[config.mk]
export PLATFORM = sky130hd
export DESIGN_NAME = ppm_frame_decoder_core
export DESIGN_NICKNAME = d
export VERILOG_FILES = /design/src/hw/rtl/ppm_fd_pkg.sv /design/src/hw/rtl/ppm_fd_chan_table.sv /design/src/hw/rtl/ppm_frame_decoder_core.sv
export SDC_FILE = /design/constraint.sdc
export NUM_CORES = 1
export LEC_CHECK = 0
export BUFFER_PORTS_ARGS = -buffer_cell sky130_fd_sc_hd__buf_2
export CORE_MARGIN = 1
export CORE_UTILIZATION = 54
export CTS_BUF_LIST = sky130_fd_sc_hd__clkbuf_16
export CTS_CLUSTER_SIZE = 8
export DETAILED_ROUTE_END_ITERATION = 12
export GPL_ROUTABILITY_DRIVEN = 0
export GPL_TIMING_DRIVEN = 0
export HOLD_SLACK_MARGIN = 0.1
export PLACE_DENSITY_LB_ADDON = 0.1
export SYNTH_ARGS = -nofsm -noshare
export SYNTH_HDL_FRONTEND = slang
export SYNTH_SLANG_ARGS = --single-unit
[constraint.sdc]
create_clock -name clk -period 9.2 [get_ports clk]
set_input_delay 1.84 -clock clk [delete_from_list [all_inputs] [get_ports clk]]
set_output_delay 1.84 -clock clk [all_outputs]
set_load 0.01 [all_outputs]
[src/hw/rtl/ppm_fd_pkg.sv]
// ============================================================================
// ppm_fd_pkg
// Shared types and constants for the PPM frame decoder.
// ============================================================================
`default_nettype none

package ppm_fd_pkg;

  localparam int TIME_W  = 16;
  localparam int VALUE_W = 12;
  localparam int CHAN_W  = 5;
  localparam int RDCH_W  = 4;
  localparam int CFG_IDX_W = 2;

  localparam logic [VALUE_W-1:0] VALUE_MAX = 12'd4095;

  localparam logic [TIME_W-1:0] PULSE_LIMIT_RST = 16'd500;
  localparam logic [TIME_W-1:0] SYNC_LIMIT_RST  = 16'd3000;
  localparam logic [TIME_W-1:0] MIN_VALUE_RST   = 16'd810;
  localparam logic [TIME_W-1:0] MAX_VALUE_RST   = 16'd2210;

  typedef enum logic [1:0] {
    EV_MARK   = 2'd0,
    EV_SYNC   = 2'd1,
    EV_ACCEPT = 2'd2,
    EV_REJECT = 2'd3
  } ppm_fd_event_t;

  typedef enum logic [CFG_IDX_W-1:0] {
    CFG_PULSE_LIMIT = 2'd0,
    CFG_SYNC_LIMIT  = 2'd1,
    CFG_MIN_VALUE   = 2'd2,
    CFG_MAX_VALUE   = 2'd3
  } ppm_fd_cfg_t;

  // channel table write request
  typedef struct packed {
    logic               en;
    logic [CHAN_W-1:0]  index;
    logic [VALUE_W-1:0] value;
  } ppm_fd_wr_t;

endpackage

`default_nettype wire

[src/hw/rtl/ppm_fd_chan_table.sv]
// ============================================================================
// ppm_fd_chan_table
// Channel value table: one write port, one read port with write-through.
// ============================================================================
`default_nettype none

module ppm_fd_chan_table
  import ppm_fd_pkg::*;
#(
  parameter int CHANNEL_COUNT = 8
) (
  input  wire logic               clk,
  input  wire logic               rst_n,
  input  wire ppm_fd_wr_t         wr,
  input  wire logic [RDCH_W-1:0]  rd_channel,
  output logic      [VALUE_W-1:0] rd_value
);

  localparam int AW = (CHANNEL_COUNT > 1) ? $clog2(CHANNEL_COUNT) : 1;
  localparam logic [CHAN_W-1:0] CH_CNT = CHAN_W'(CHANNEL_COUNT);

  logic [VALUE_W-1:0] values_r [CHANNEL_COUNT];
  logic [CHAN_W-1:0]  rd_ext;
  logic               rd_ok;
  logic               rd_hit;

  always_ff @(posedge clk) begin
    if (!rst_n) begin
      for (int i = 0; i < CHANNEL_COUNT; i++) begin
        values_r[i] <= '0;
      end
    end else if (wr.en) begin
      values_r[wr.index[AW-1:0]] <= wr.value;
    end
  end

  assign rd_ext = {{(CHAN_W-RDCH_W){1'b0}}, rd_channel};
  assign rd_ok  = rd_ext < CH_CNT;
  assign rd_hit = wr.en && (wr.index == rd_ext);

  always_comb begin
    if (!rd_ok) begin
      rd_value = '0;
    end else if (rd_hit) begin
      rd_value = wr.value;
    end else begin
      rd_value = values_r[rd_channel[AW-1:0]];
    end
  end

endmodule

`default_nettype wire

[src/hw/rtl/ppm_frame_decoder_core.sv]
// ============================================================================
// ppm_frame_decoder_core
// PPM frame decoder: edge timestamps in, classified intervals and channel
// values out.
// ============================================================================
// Usage:
//   Input channel (in_valid/in_stall) carries one edge timestamp plus the
//   channel to read back. Output channel (out_valid/out_stall) returns one
//   item per edge: event kind, channel index, channel sum, readback value.
//   cfg_valid/cfg_ready writes the four limit registers; cfg_ready is always
//   high. Write config only while no item is in flight.
//   Path: an item passes the input register, then the result register,
//   before out_valid rises. Rate: one item per cycle while out_stall is low,
//   set by the single subtract/add/compare pass between the two registers.
//   Reset: limits return to defaults, the channel table, index, mark length
//   and previous timestamp clear to zero, both channels go empty.
//   Stall: a stalled result holds; the input register keeps its item and
//   in_stall rises once it is full, so nothing is dropped.
// ============================================================================
`default_nettype none

module ppm_frame_decoder_core
  import ppm_fd_pkg::*;
#(
  parameter int CHANNEL_COUNT = 8
) (
  input  wire logic                 clk,
  input  wire logic                 rst_n,
  input  wire logic                 in_valid,
  output logic                      in_stall,
  input  wire logic [TIME_W-1:0]    in_edge_time,
  input  wire logic [RDCH_W-1:0]    in_read_channel,
  output logic                      out_valid,
  input  wire logic                 out_stall,
  output logic [1:0]                out_event_kind,
  output logic [CHAN_W-1:0]         out_written_channel,
  output logic [VALUE_W-1:0]        out_written_value,
  output logic [VALUE_W-1:0]        out_read_value,
  input  wire logic                 cfg_valid,
  output logic                      cfg_ready,
  input  wire logic [CFG_IDX_W-1:0] cfg_index,
  input  wire logic [TIME_W-1:0]    cfg_data
);

  localparam logic [CHAN_W-1:0] CH_CNT = CHAN_W'(CHANNEL_COUNT);

  logic [TIME_W-1:0]  pulse_limit_r, sync_limit_r, min_value_r, max_value_r;
  logic [TIME_W-1:0]  prev_time_r, mark_r, mark_nxt;
  logic [CHAN_W-1:0]  chan_idx_r, chan_idx_nxt;

  logic               s1_valid_r;
  logic [TIME_W-1:0]  s1_time_r;
  logic [RDCH_W-1:0]  s1_rdch_r;

  logic               out_valid_r;
  ppm_fd_event_t      out_kind_r, kind_nxt;
  logic [CHAN_W-1:0]  out_wch_r, wch_nxt;
  logic [VALUE_W-1:0] out_wval_r, wval_nxt;
  logic [VALUE_W-1:0] out_rval_r;

  logic               adv, fire, wr_ok;
  logic [TIME_W-1:0]  interval;
  logic [TIME_W:0]    sum;
  logic [VALUE_W-1:0] sat;
  logic               in_win;
  ppm_fd_wr_t         tbl_wr;
  logic [VALUE_W-1:0] tbl_rd_value;

  // handshake
  assign adv       = !out_valid_r || !out_stall;
  assign fire      = s1_valid_r && adv;
  assign in_stall  = s1_valid_r && !adv;
  assign cfg_ready = 1'b1;

  always_ff @(posedge clk) begin
    if (!rst_n) begin
      pulse_limit_r <= PULSE_LIMIT_RST;
      sync_limit_r  <= SYNC_LIMIT_RST;
      min_value_r   <= MIN_VALUE_RST;
      max_value_r   <= MAX_VALUE_RST;
    end else if (cfg_valid && cfg_ready) begin
      unique case (ppm_fd_cfg_t'(cfg_index))
        CFG_PULSE_LIMIT: pulse_limit_r <= cfg_data;
        CFG_SYNC_LIMIT:  sync_limit_r  <= cfg_data;
        CFG_MIN_VALUE:   min_value_r   <= cfg_data;
        CFG_MAX_VALUE:   max_value_r   <= cfg_data;
        default: ;
      endcase
    end
  end

  // input register
  always_ff @(posedge clk) begin
    if (!rst_n) begin
      s1_valid_r <= 1'b0;
    end else if (!in_stall) begin
      s1_valid_r <= in_valid;
    end
  end

  always_ff @(posedge clk) begin
    if (in_valid && !in_stall) begin
      s1_time_r <= in_edge_time;
      s1_rdch_r <= in_read_channel;
    end
  end

  // classification
  assign interval = s1_time_r - prev_time_r;
  assign sum      = {1'b0, interval} + {1'b0, mark_r};
  assign sat      = (sum > (TIME_W+1)'(VALUE_MAX)) ? VALUE_MAX : sum[VALUE_W-1:0];
  assign in_win   = (sum > {1'b0, min_value_r}) && (sum < {1'b0, max_value_r});

  always_comb begin
    mark_nxt     = mark_r;
    chan_idx_nxt = chan_idx_r;
    kind_nxt     = EV_MARK;
    wch_nxt      = chan_idx_r;
    wval_nxt     = '0;
    wr_ok        = 1'b0;
    if (interval < pulse_limit_r) begin
      mark_nxt = interval;
    end else if (interval > sync_limit_r) begin
      kind_nxt     = EV_SYNC;
      wch_nxt      = '0;
      chan_idx_nxt = '0;
    end else begin
      wval_nxt = sat;
      if (in_win) begin
        kind_nxt = EV_ACCEPT;
        if (chan_idx_r < CH_CNT) begin
          wr_ok        = 1'b1;
          chan_idx_nxt = chan_idx_r + CHAN_W'(1);
        end
      end else begin
        kind_nxt = EV_REJECT;
      end
    end
  end

  assign tbl_wr.en    = fire && wr_ok;
  assign tbl_wr.index = chan_idx_r;
  assign tbl_wr.value = sat;

  ppm_fd_chan_table #(
    .CHANNEL_COUNT(CHANNEL_COUNT)
  ) u_table (
    .clk        (clk),
    .rst_n      (rst_n),
    .wr         (tbl_wr),
    .rd_channel (s1_rdch_r),
    .rd_value   (tbl_rd_value)
  );

  // decoder state
  always_ff @(posedge clk) begin
    if (!rst_n) begin
      prev_time_r <= '0;
      mark_r      <= '0;
      chan_idx_r  <= '0;
    end else if (fire) begin
      prev_time_r <= s1_time_r;
      mark_r      <= mark_nxt;
      chan_idx_r  <= chan_idx_nxt;
    end
  end

  // result register
  always_ff @(posedge clk) begin
    if (!rst_n) begin
      out_valid_r <= 1'b0;
    end else if (adv) begin
      out_valid_r <= s1_valid_r;
    end
  end

  always_ff @(posedge clk) begin
    if (fire) begin
      out_kind_r <= kind_nxt;
      out_wch_r  <= wch_nxt;
      out_wval_r <= wval_nxt;
      out_rval_r <= tbl_rd_value;
    end
  end

  assign out_valid           = out_valid_r;
  assign out_event_kind      = out_kind_r;
  assign out_written_channel = out_wch_r;
  assign out_written_value   = out_wval_r;
  assign out_read_value      = out_rval_r;

endmodule

`default_nettype wire

==> implementation parameters, run 1 <==
Parameter                              Value

Worst setup path
  Signal arrival time at the worst endpoint ... 8.15 ns
  Classification of the worst setup path ... reg -> reg
  Crit path launch type ... register
  Required @ worst endpoint ... 9.43 ns
  Worst R2R Path Depth ... 27
  Critical Path End Type ... register
  Top fanout value on the critical path ... 10
  Reg2reg start ... s1_time_r[0]
  Register-to-Register Setup Slack ... 1.28 ns
  R2r endpoint ... u_table.values_r[7][10]

Yosys
  Mapped Cells ... 1322
  Ys flop type ... edfxtp_1
  Synth Net Count ... 1461
  Post-synthesis cell type with the largest combined area ... edfxtp_1
  Unique masters post-synth ... 67
  Syn. warnings ... 0
  Portion of the post-synthesis area used by sequential elements ... 0.4663
  Post-Syn Area per Cell ... 10.60 µm²
  Count of state elements after synthesis ... 253
  Top cell type's share of synthesized area ... 0.3149
  Top cells by count, synth ... nand2_1, edfxtp_1, a21oi_1
  Largest cells by area after synthesis ... edfxtp_1, dfxtp_1, ha_1
  Dominant cell by count in the synthesized netlist ... nand2_1
  Combined area of all synthesized cells ... 0.01402 mm²
  FFs w/ async S/R, synth ... 0
  Number of flops mapped to enable cells by yosys ... 147

STA
  Final number of max-transition violations ... 0
  Maximum clock skew at final layout ... 0.03020 ns
  Setup repair after global routing missed its margin ... false
  Final critical-path share of the clock period ... 0.8604
  Final setup viols ... 0
  Max-slew headroom ... 0.2668
  Final Hold Slack ... 0.4392 ns
  Setup Total Neg Slack ... 0 ns
  Final-report hold violation count ... 0
  Smallest setup slack after layout ... 1.284 ns
  Worst Tran Pin Value ... 1.100 ns
  Final period demand of the worst path ... 7.916 ns
  Maximum operating frequency ... 126.3 MHz

Route
  Final wirelength ... 37.08 mm
  Post-detailed-route via-to-cell ratio ... 5.949
  DR WL/cell ... 20.60 µm
  Number of detailed-routing iterations run before antenna repair ... 5
  Vias post-DR ... 10710
  Final routed DRC violation total ... 0
  DRC violation total after the first TritonRoute iteration ... 852
  Routed Antenna Nets ... 0

Clocking
  Clock transition time at the flip-flop clock pins of the worst setup and hold paths ... 0.05 ns
  TritonCTS clock tree ... yes
  Maximum count of clock buffers along a single path ... 3
  Worst-Skew Late Latency ... 0.53 ns
  Root cell of the clock tree ... clkbuf_16
  CTS Buf Count ... 37
  Clock Sink Count ... 253
  Post-CTS setup repair buffer count ... 0
  Hold buffer count at CTS ... 0
  Number of resized instances in the post-cts repair step ... 0
  Max H-tree Level ... 2

Power
  Static Leakage ... 5.983 nW
  Power density relative to cell area ... 211.9 mW/mm²
  Power Total ... 0.003383 W
  Largest voltage drop on the vdd net ... 0.0001571 V

Global route
  Largest net degree at the start of global routing ... 28
  Number of global-route vias before repair ... 10250
  Antenna violations before repair ... 2
  Total routing resource utilization after global routing ... 0.2822
  Global-route wire length before repair ... 56.77 mm
  Final global-route overflow total ... 0

Finish
  FF+latch area ... 0.006536 mm²
  Signed area change from the synthesized netlist to the final layout ... 13.91%
  Share of post-route cells with drive strength above 1 ... 0.1989
  Number of inserted filler cells in the final layout ... 2063
  Multi-input gate area in the final layout ... 0.006618 mm²
  Post-route core utilization ... 0.6304
  NumNets Final ... 1583

Worst hold path
  Hold path startpoint ... chan_idx_r[4]
  Worst hold stages ... 2
  Hold crit path type ... reg -> reg
  Endpoint of the worst hold-timing path ... chan_idx_r[4]

Floorplanning
  Number of top-level pins ... 77
  Height of the die ... 163.1 µm
  Starting density of the core ... 0.5534
  Total core area ... 0.02533 mm²
  Die outline area ... 0.02660 mm²
  Die X-Extent ... 163.1 µm
  Floorplan row count ... 58

Placement
  Count of buffers from port buffering ... 74
  Post-Place Worst Slack ... 1.305 ns
  HPWL Detailed ... 27.15 mm

Job
  Max Cap Viol ... 0

Outcome
  Run status ... finished clean
[per-stage QoR]
| step | std cells | area (µm²) |
|---|---|---|
| after floorplan | 1322 | 14020 |
| final | 1800 | 15970 |
| after global placement | 1726 | 14800 |
| after CTS | 1798 | 15960 |
| after detailed placement | 1735 | 14910 |
| after global routing | 1798 | 15960 |
[how the worst max path moves through the flow]
stage	from	endpoint	cells after the start
floorplan	s1_time_r[0]	u_table.values_r[1][0]	27
global placement	s1_time_r[0]	u_table.values_r[1][8]	27
detailed placement	s1_time_r[0]	u_table.values_r[7][5]	28
CTS	s1_time_r[0]	u_table.values_r[7][10]	28
global route	s1_time_r[0]	u_table.values_r[7][10]	27
finish	s1_time_r[0]	u_table.values_r[7][10]	27
[where the power goes]
part | internal, W | switching (W) | leakage, nW
clock network | 0.000723 | 0.000493 | 0.593
registers | 0.00126 | 0.0000219 | 2.35
logic | 0.000299 | 0.000583 | 3.04
total | 0.00228 | 0.00110 | 5.98
[final cells by class]
| cell class | instances | share of cell area |
|---|---|---|
| clock inverter | 26 | 0.007994 |
| clock buffer | 37 | 0.05799 |
| sequential | 253 | 0.4094 |
| antenna | 2 | 0.0003135 |
| inverter | 105 | 0.02469 |
| buffer | 98 | 0.02939 |
| tap | 330 | 0.02586 |
| timing repair buffer | 83 | 0.02986 |
| multi-input combinational | 866 | 0.4145 |
[per-layer routing]
metal	vias up	global-route usage	routed length (µm)
met5	-	0	0
met4	0	0.1168	1445
met3	86	0.06501	2901
met2	437	0.4646	17510
met1	5067	0.3565	15220
li1	5119	-	-
[flip-flops by register name, summed over array words and instances, names as in the netlist, 4 cells and up, named ones only]
register and count:
u_table.values_r 96, mark_r 16, max_value_r 16, min_value_r 16, prev_time_r 16, pulse_limit_r 16, s1_time_r 16, sync_limit_r 16
out_read_value 12, out_written_value 12, chan_idx_r 5, out_written_channel 5, s1_rdch_r 4
[critical path: stages, from the launching register on]
cell and delay, ns:
edfxtp_1 0.39, inv_1 0.07, ha_1 0.15, inv_1 0.05, fa_1 0.42, a211oi_1 0.34
o21a_1 0.19, nor2_1 0.05, a21oi_1 0.17, xnor2_1 0.32, ha_1 0.41, and3_1 0.18
a31oi_1 0.38, nand2b_1 0.12, xnor2_1 0.20, buf_1 0.68, inv_1 0.23, ha_1 0.34
and4_1 0.21, nand4_1 0.17, a31o_2 0.25, a211oi_1 0.41, o211a_1 0.23, buf_4 0.16
nand4_1 0.33, buf_2 0.33, o21ai_1 0.60, buf_6 0.23
[layout by cell type (no fill, tap or decap), types with 8 or more instances in the layout]
master,n
a211oi_2,88
o21ai_0,26
a21o_1,18
dfxtp_1,106
a311oi_1,12
o211ai_1,28
clkbuf_16,37
a211oi_1,21
a31oi_1,17
o21a_1,14
nor2_1,32
buf_1,14
nand3_1,16
nand2b_1,12
buf_2,88
buf_6,17
mux4_2,24
a21oi_1,120
edfxtp_1,147
and2_1,8
and3_1,11
nand2_1,183
inv_1,126
mux2_2,16
nand4_1,13
clkbuf_1,57
or3_1,8
nor3_1,14
ha_1,94
xnor2_1,14
o21ai_1,9
xor2_1,12
[cells by family after synthesis]
family | count (synthesis) | share of synthesized area
compound gates | 384 | 0.2134
xor+xnor | 26 | 0.01625
fa+ha+maj | 96 | 0.08677
buf+inv | 203 | 0.06151
flops | 253 | 0.4663
mux | 40 | 0.05142
other cells | 1 | 0.0002676
simple gates | 319 | 0.1041
Note: power is estimated with default switching activity, not from simulation.
==> inputs of run 2 (changes only) <==
Settings changed: CORE_MARGIN 1 to unset, CORE_UTILIZATION 54 to 55.
==> run 2 against run 1 <==
Non-clock buffer count is the same. Setup slack gained 0.21 ns. Design area hardly changed. Critical path depth unchanged. Combinational power about the same. Clock skew down 0.013 ns. Power rose by 0.45%. Fmax up 2.7%. Wire length down 2.0%. Highest routed layer unchanged.
==> implementation parameters, run 2 (synthesis results as in run 1) <==
Parameter                              Value

Outcome
  Run status ... finished clean

Finish
  Share of post-route cells with drive strength above 1 ... 0.1989
  Post-route core utilization ... 0.6362
  Signed area change from the synthesized netlist to the final layout ... 13.97%
  Top reg by flops ... u_table.values_r
  Most common cell after layout, fill and taps aside ... nand2_1
  Total inserted antenna cells ... 0
  Post-Layout Inst Area ... 0.01597 mm²
  Final Non-Filler Cells ... 1798
  NumNets Final ... 1583
  Largest register FFs ... 96
  Number of inserted filler cells in the final layout ... 2111
  Commonest cells after routing, fill and taps aside ... nand2_1, edfxtp_1, inv_1

STA
  Final critical-path share of the clock period ... 0.8379
  Final-report hold violation count ... 0
  Maximum operating frequency ... 129.7 MHz
  Final number of max-transition violations ... 0
  Worst Tran Pin Value ... 1.199 ns
  Final Hold Slack ... 0.4377 ns
  Setup Total Neg Slack ... 0 ns
  Max-slew headroom ... 0.1901
  Final period demand of the worst path ... 7.708 ns
  Setup repair after global routing missed its margin ... false
  Final setup viols ... 0
  Maximum clock skew at final layout ... 0.01734 ns

Floorplanning
  Height of the die ... 161.6 µm
  Floorplan row count ... 58
  Starting density of the core ... 0.5582
  Die outline area ... 0.02613 mm²
  Die X-Extent ... 161.6 µm
  Number of top-level pins ... 77
  Total core area ... 0.02511 mm²

Worst setup path
  Top fanout value on the critical path ... 10
  Classification of the worst setup path ... reg -> reg
  Crit path launch type ... register
  Signal arrival time at the worst endpoint ... 7.94 ns
  Critical Path Max Stage Delay ... 0.73 ns
  Worst-path cell with the longest stage delay ... buf_1
  Critical Path End Type ... register
  Required @ worst endpoint ... 9.43 ns

Clocking
  Root cell of the clock tree ... clkbuf_16
  Clock transition time at the flip-flop clock pins of the worst setup and hold paths ... 0.05 ns
  TritonCTS clock tree ... yes
  Hold buffer count at CTS ... 0
  Maximum count of clock buffers along a single path ... 3
  Worst-Skew Late Latency ... 0.52 ns
  CTS Buf Count ... 37
  Post-CTS setup repair buffer count ... 0
  Clock Sink Count ... 253
  Number of resized instances in the post-cts repair step ... 0
  Max H-tree Level ... 2

Global route
  Largest net degree at the start of global routing ... 34
  Global-route wire length before repair ... 56.88 mm
  Number of global-route vias before repair ... 10220
  Total routing resource utilization after global routing ... 0.2863
  Antenna violations before repair ... 0
  Final global-route overflow total ... 0

Worst hold path
  Hold crit path type ... reg -> reg

Route
  Number of detailed-routing iterations run before antenna repair ... 5
  Met3 WL ... 2.386 mm
  Routed length on met2 ... 17.40 mm
  DR WL/cell ... 20.22 µm
  Post-detailed-route via-to-cell ratio ... 5.855
  Topmost layer with routed signal wires ... met4
  Vias post-DR ... 10530
  Routed Antenna Nets ... 0
  Final routed DRC violation total ... 0
  Final wirelength ... 36.35 mm
  DRC violation total after the first TritonRoute iteration ... 776
  Routed metal-1 wirelength ... 15.07 mm

Placement
  HPWL Detailed ... 26.85 mm
  Cell count after placement ... 1735
  Placed cell area ... 0.01490 mm²
  Count of buffers from port buffering ... 74

Job
  Max Cap Viol ... 0

Power
  Static Leakage ... 5.997 nW
  Power density relative to cell area ... 212.7 mW/mm²
  Largest voltage drop on the vdd net ... 0.0001415 V
run 2: cell count changes in the layout (fill, tap and decap cells not counted):
cell       change
clkbuf_16      +2
inv_1          +1
clkinv_8       -2
diode_2        -2
buf_4          +1
clkinv_1       -1
buf_6          -1
run 2: final cells by class:
type / instances / area, µm² / area share
Buffer: 98 / 469.2 / 0.02937
Tap cell: 330 / 412.9 / 0.02585
Sequential cell: 253 / 6536 / 0.4092
Clock buffer: 39 / 975.9 / 0.06109
Clock inverter: 24 / 95.09 / 0.005953
Timing Repair Buffer: 83 / 473.0 / 0.02961
Multi-Input combinational cell: 866 / 6618 / 0.4143
Inverter: 105 / 394.1 / 0.02467
run 2: path summary, 6_finish.rpt:
check,from,end,slack (ns),cells past startpoint
worst max register to register,s1_time_r[0],u_table.values_r[1][6],1.49,27
worst min register to register,chan_idx_r[4],chan_idx_r[4],0.44,2
worst max-delay path,s1_time_r[0],u_table.values_r[1][6],1.49,27
worst min-delay path,chan_idx_r[4],chan_idx_r[4],0.44,2
run 2: critical path: cells and delay by family, from the launching register on:
| kind | cells | cell delay (ns) |
|---|---|---|
| DFF | 1 | 0.38 |
| buffers and inverters | 7 | 1.77 |
| xor gates and xnor gates | 2 | 0.53 |
| and+or+nand+nor | 6 | 1.04 |
| adders and majority gates | 4 | 1.32 |
| AOI/OAI and AO/OA | 8 | 2.39 |
run 2: where the power goes:
group | internal (W) | total (W) | switching (W) | leakage (nW)
combinational | 0.000299 | 0.000882 | 0.000583 | 3.04
clock | 0.000752 | 0.00123 | 0.000480 | 0.608
sequential | 0.00126 | 0.00128 | 0.0000211 | 2.35
run 2: through the flow:
| stage | power [W] | setup WS (ns) |
|---|---|---|
| 2_1_floorplan | 0.001903 | 2.584 |
| 3_3_place_gp | 0.002154 | 0.6221 |
| 3_5_place_dp | 0.002174 | 1.469 |
| 4_1_cts | 0.003410 | 1.453 |
| 5_1_grt | 0.003546 | 0.8510 |
| 6_report | 0.003398 | 1.492 |
run 2: routing by layer:
metal / GRT usage / vias up
met3: 0.05213 / 87
met1: 0.3662 / 4975
met5: 0 / -
li1: - / 5112
met4: 0.1286 / 0
met2: 0.4737 / 354
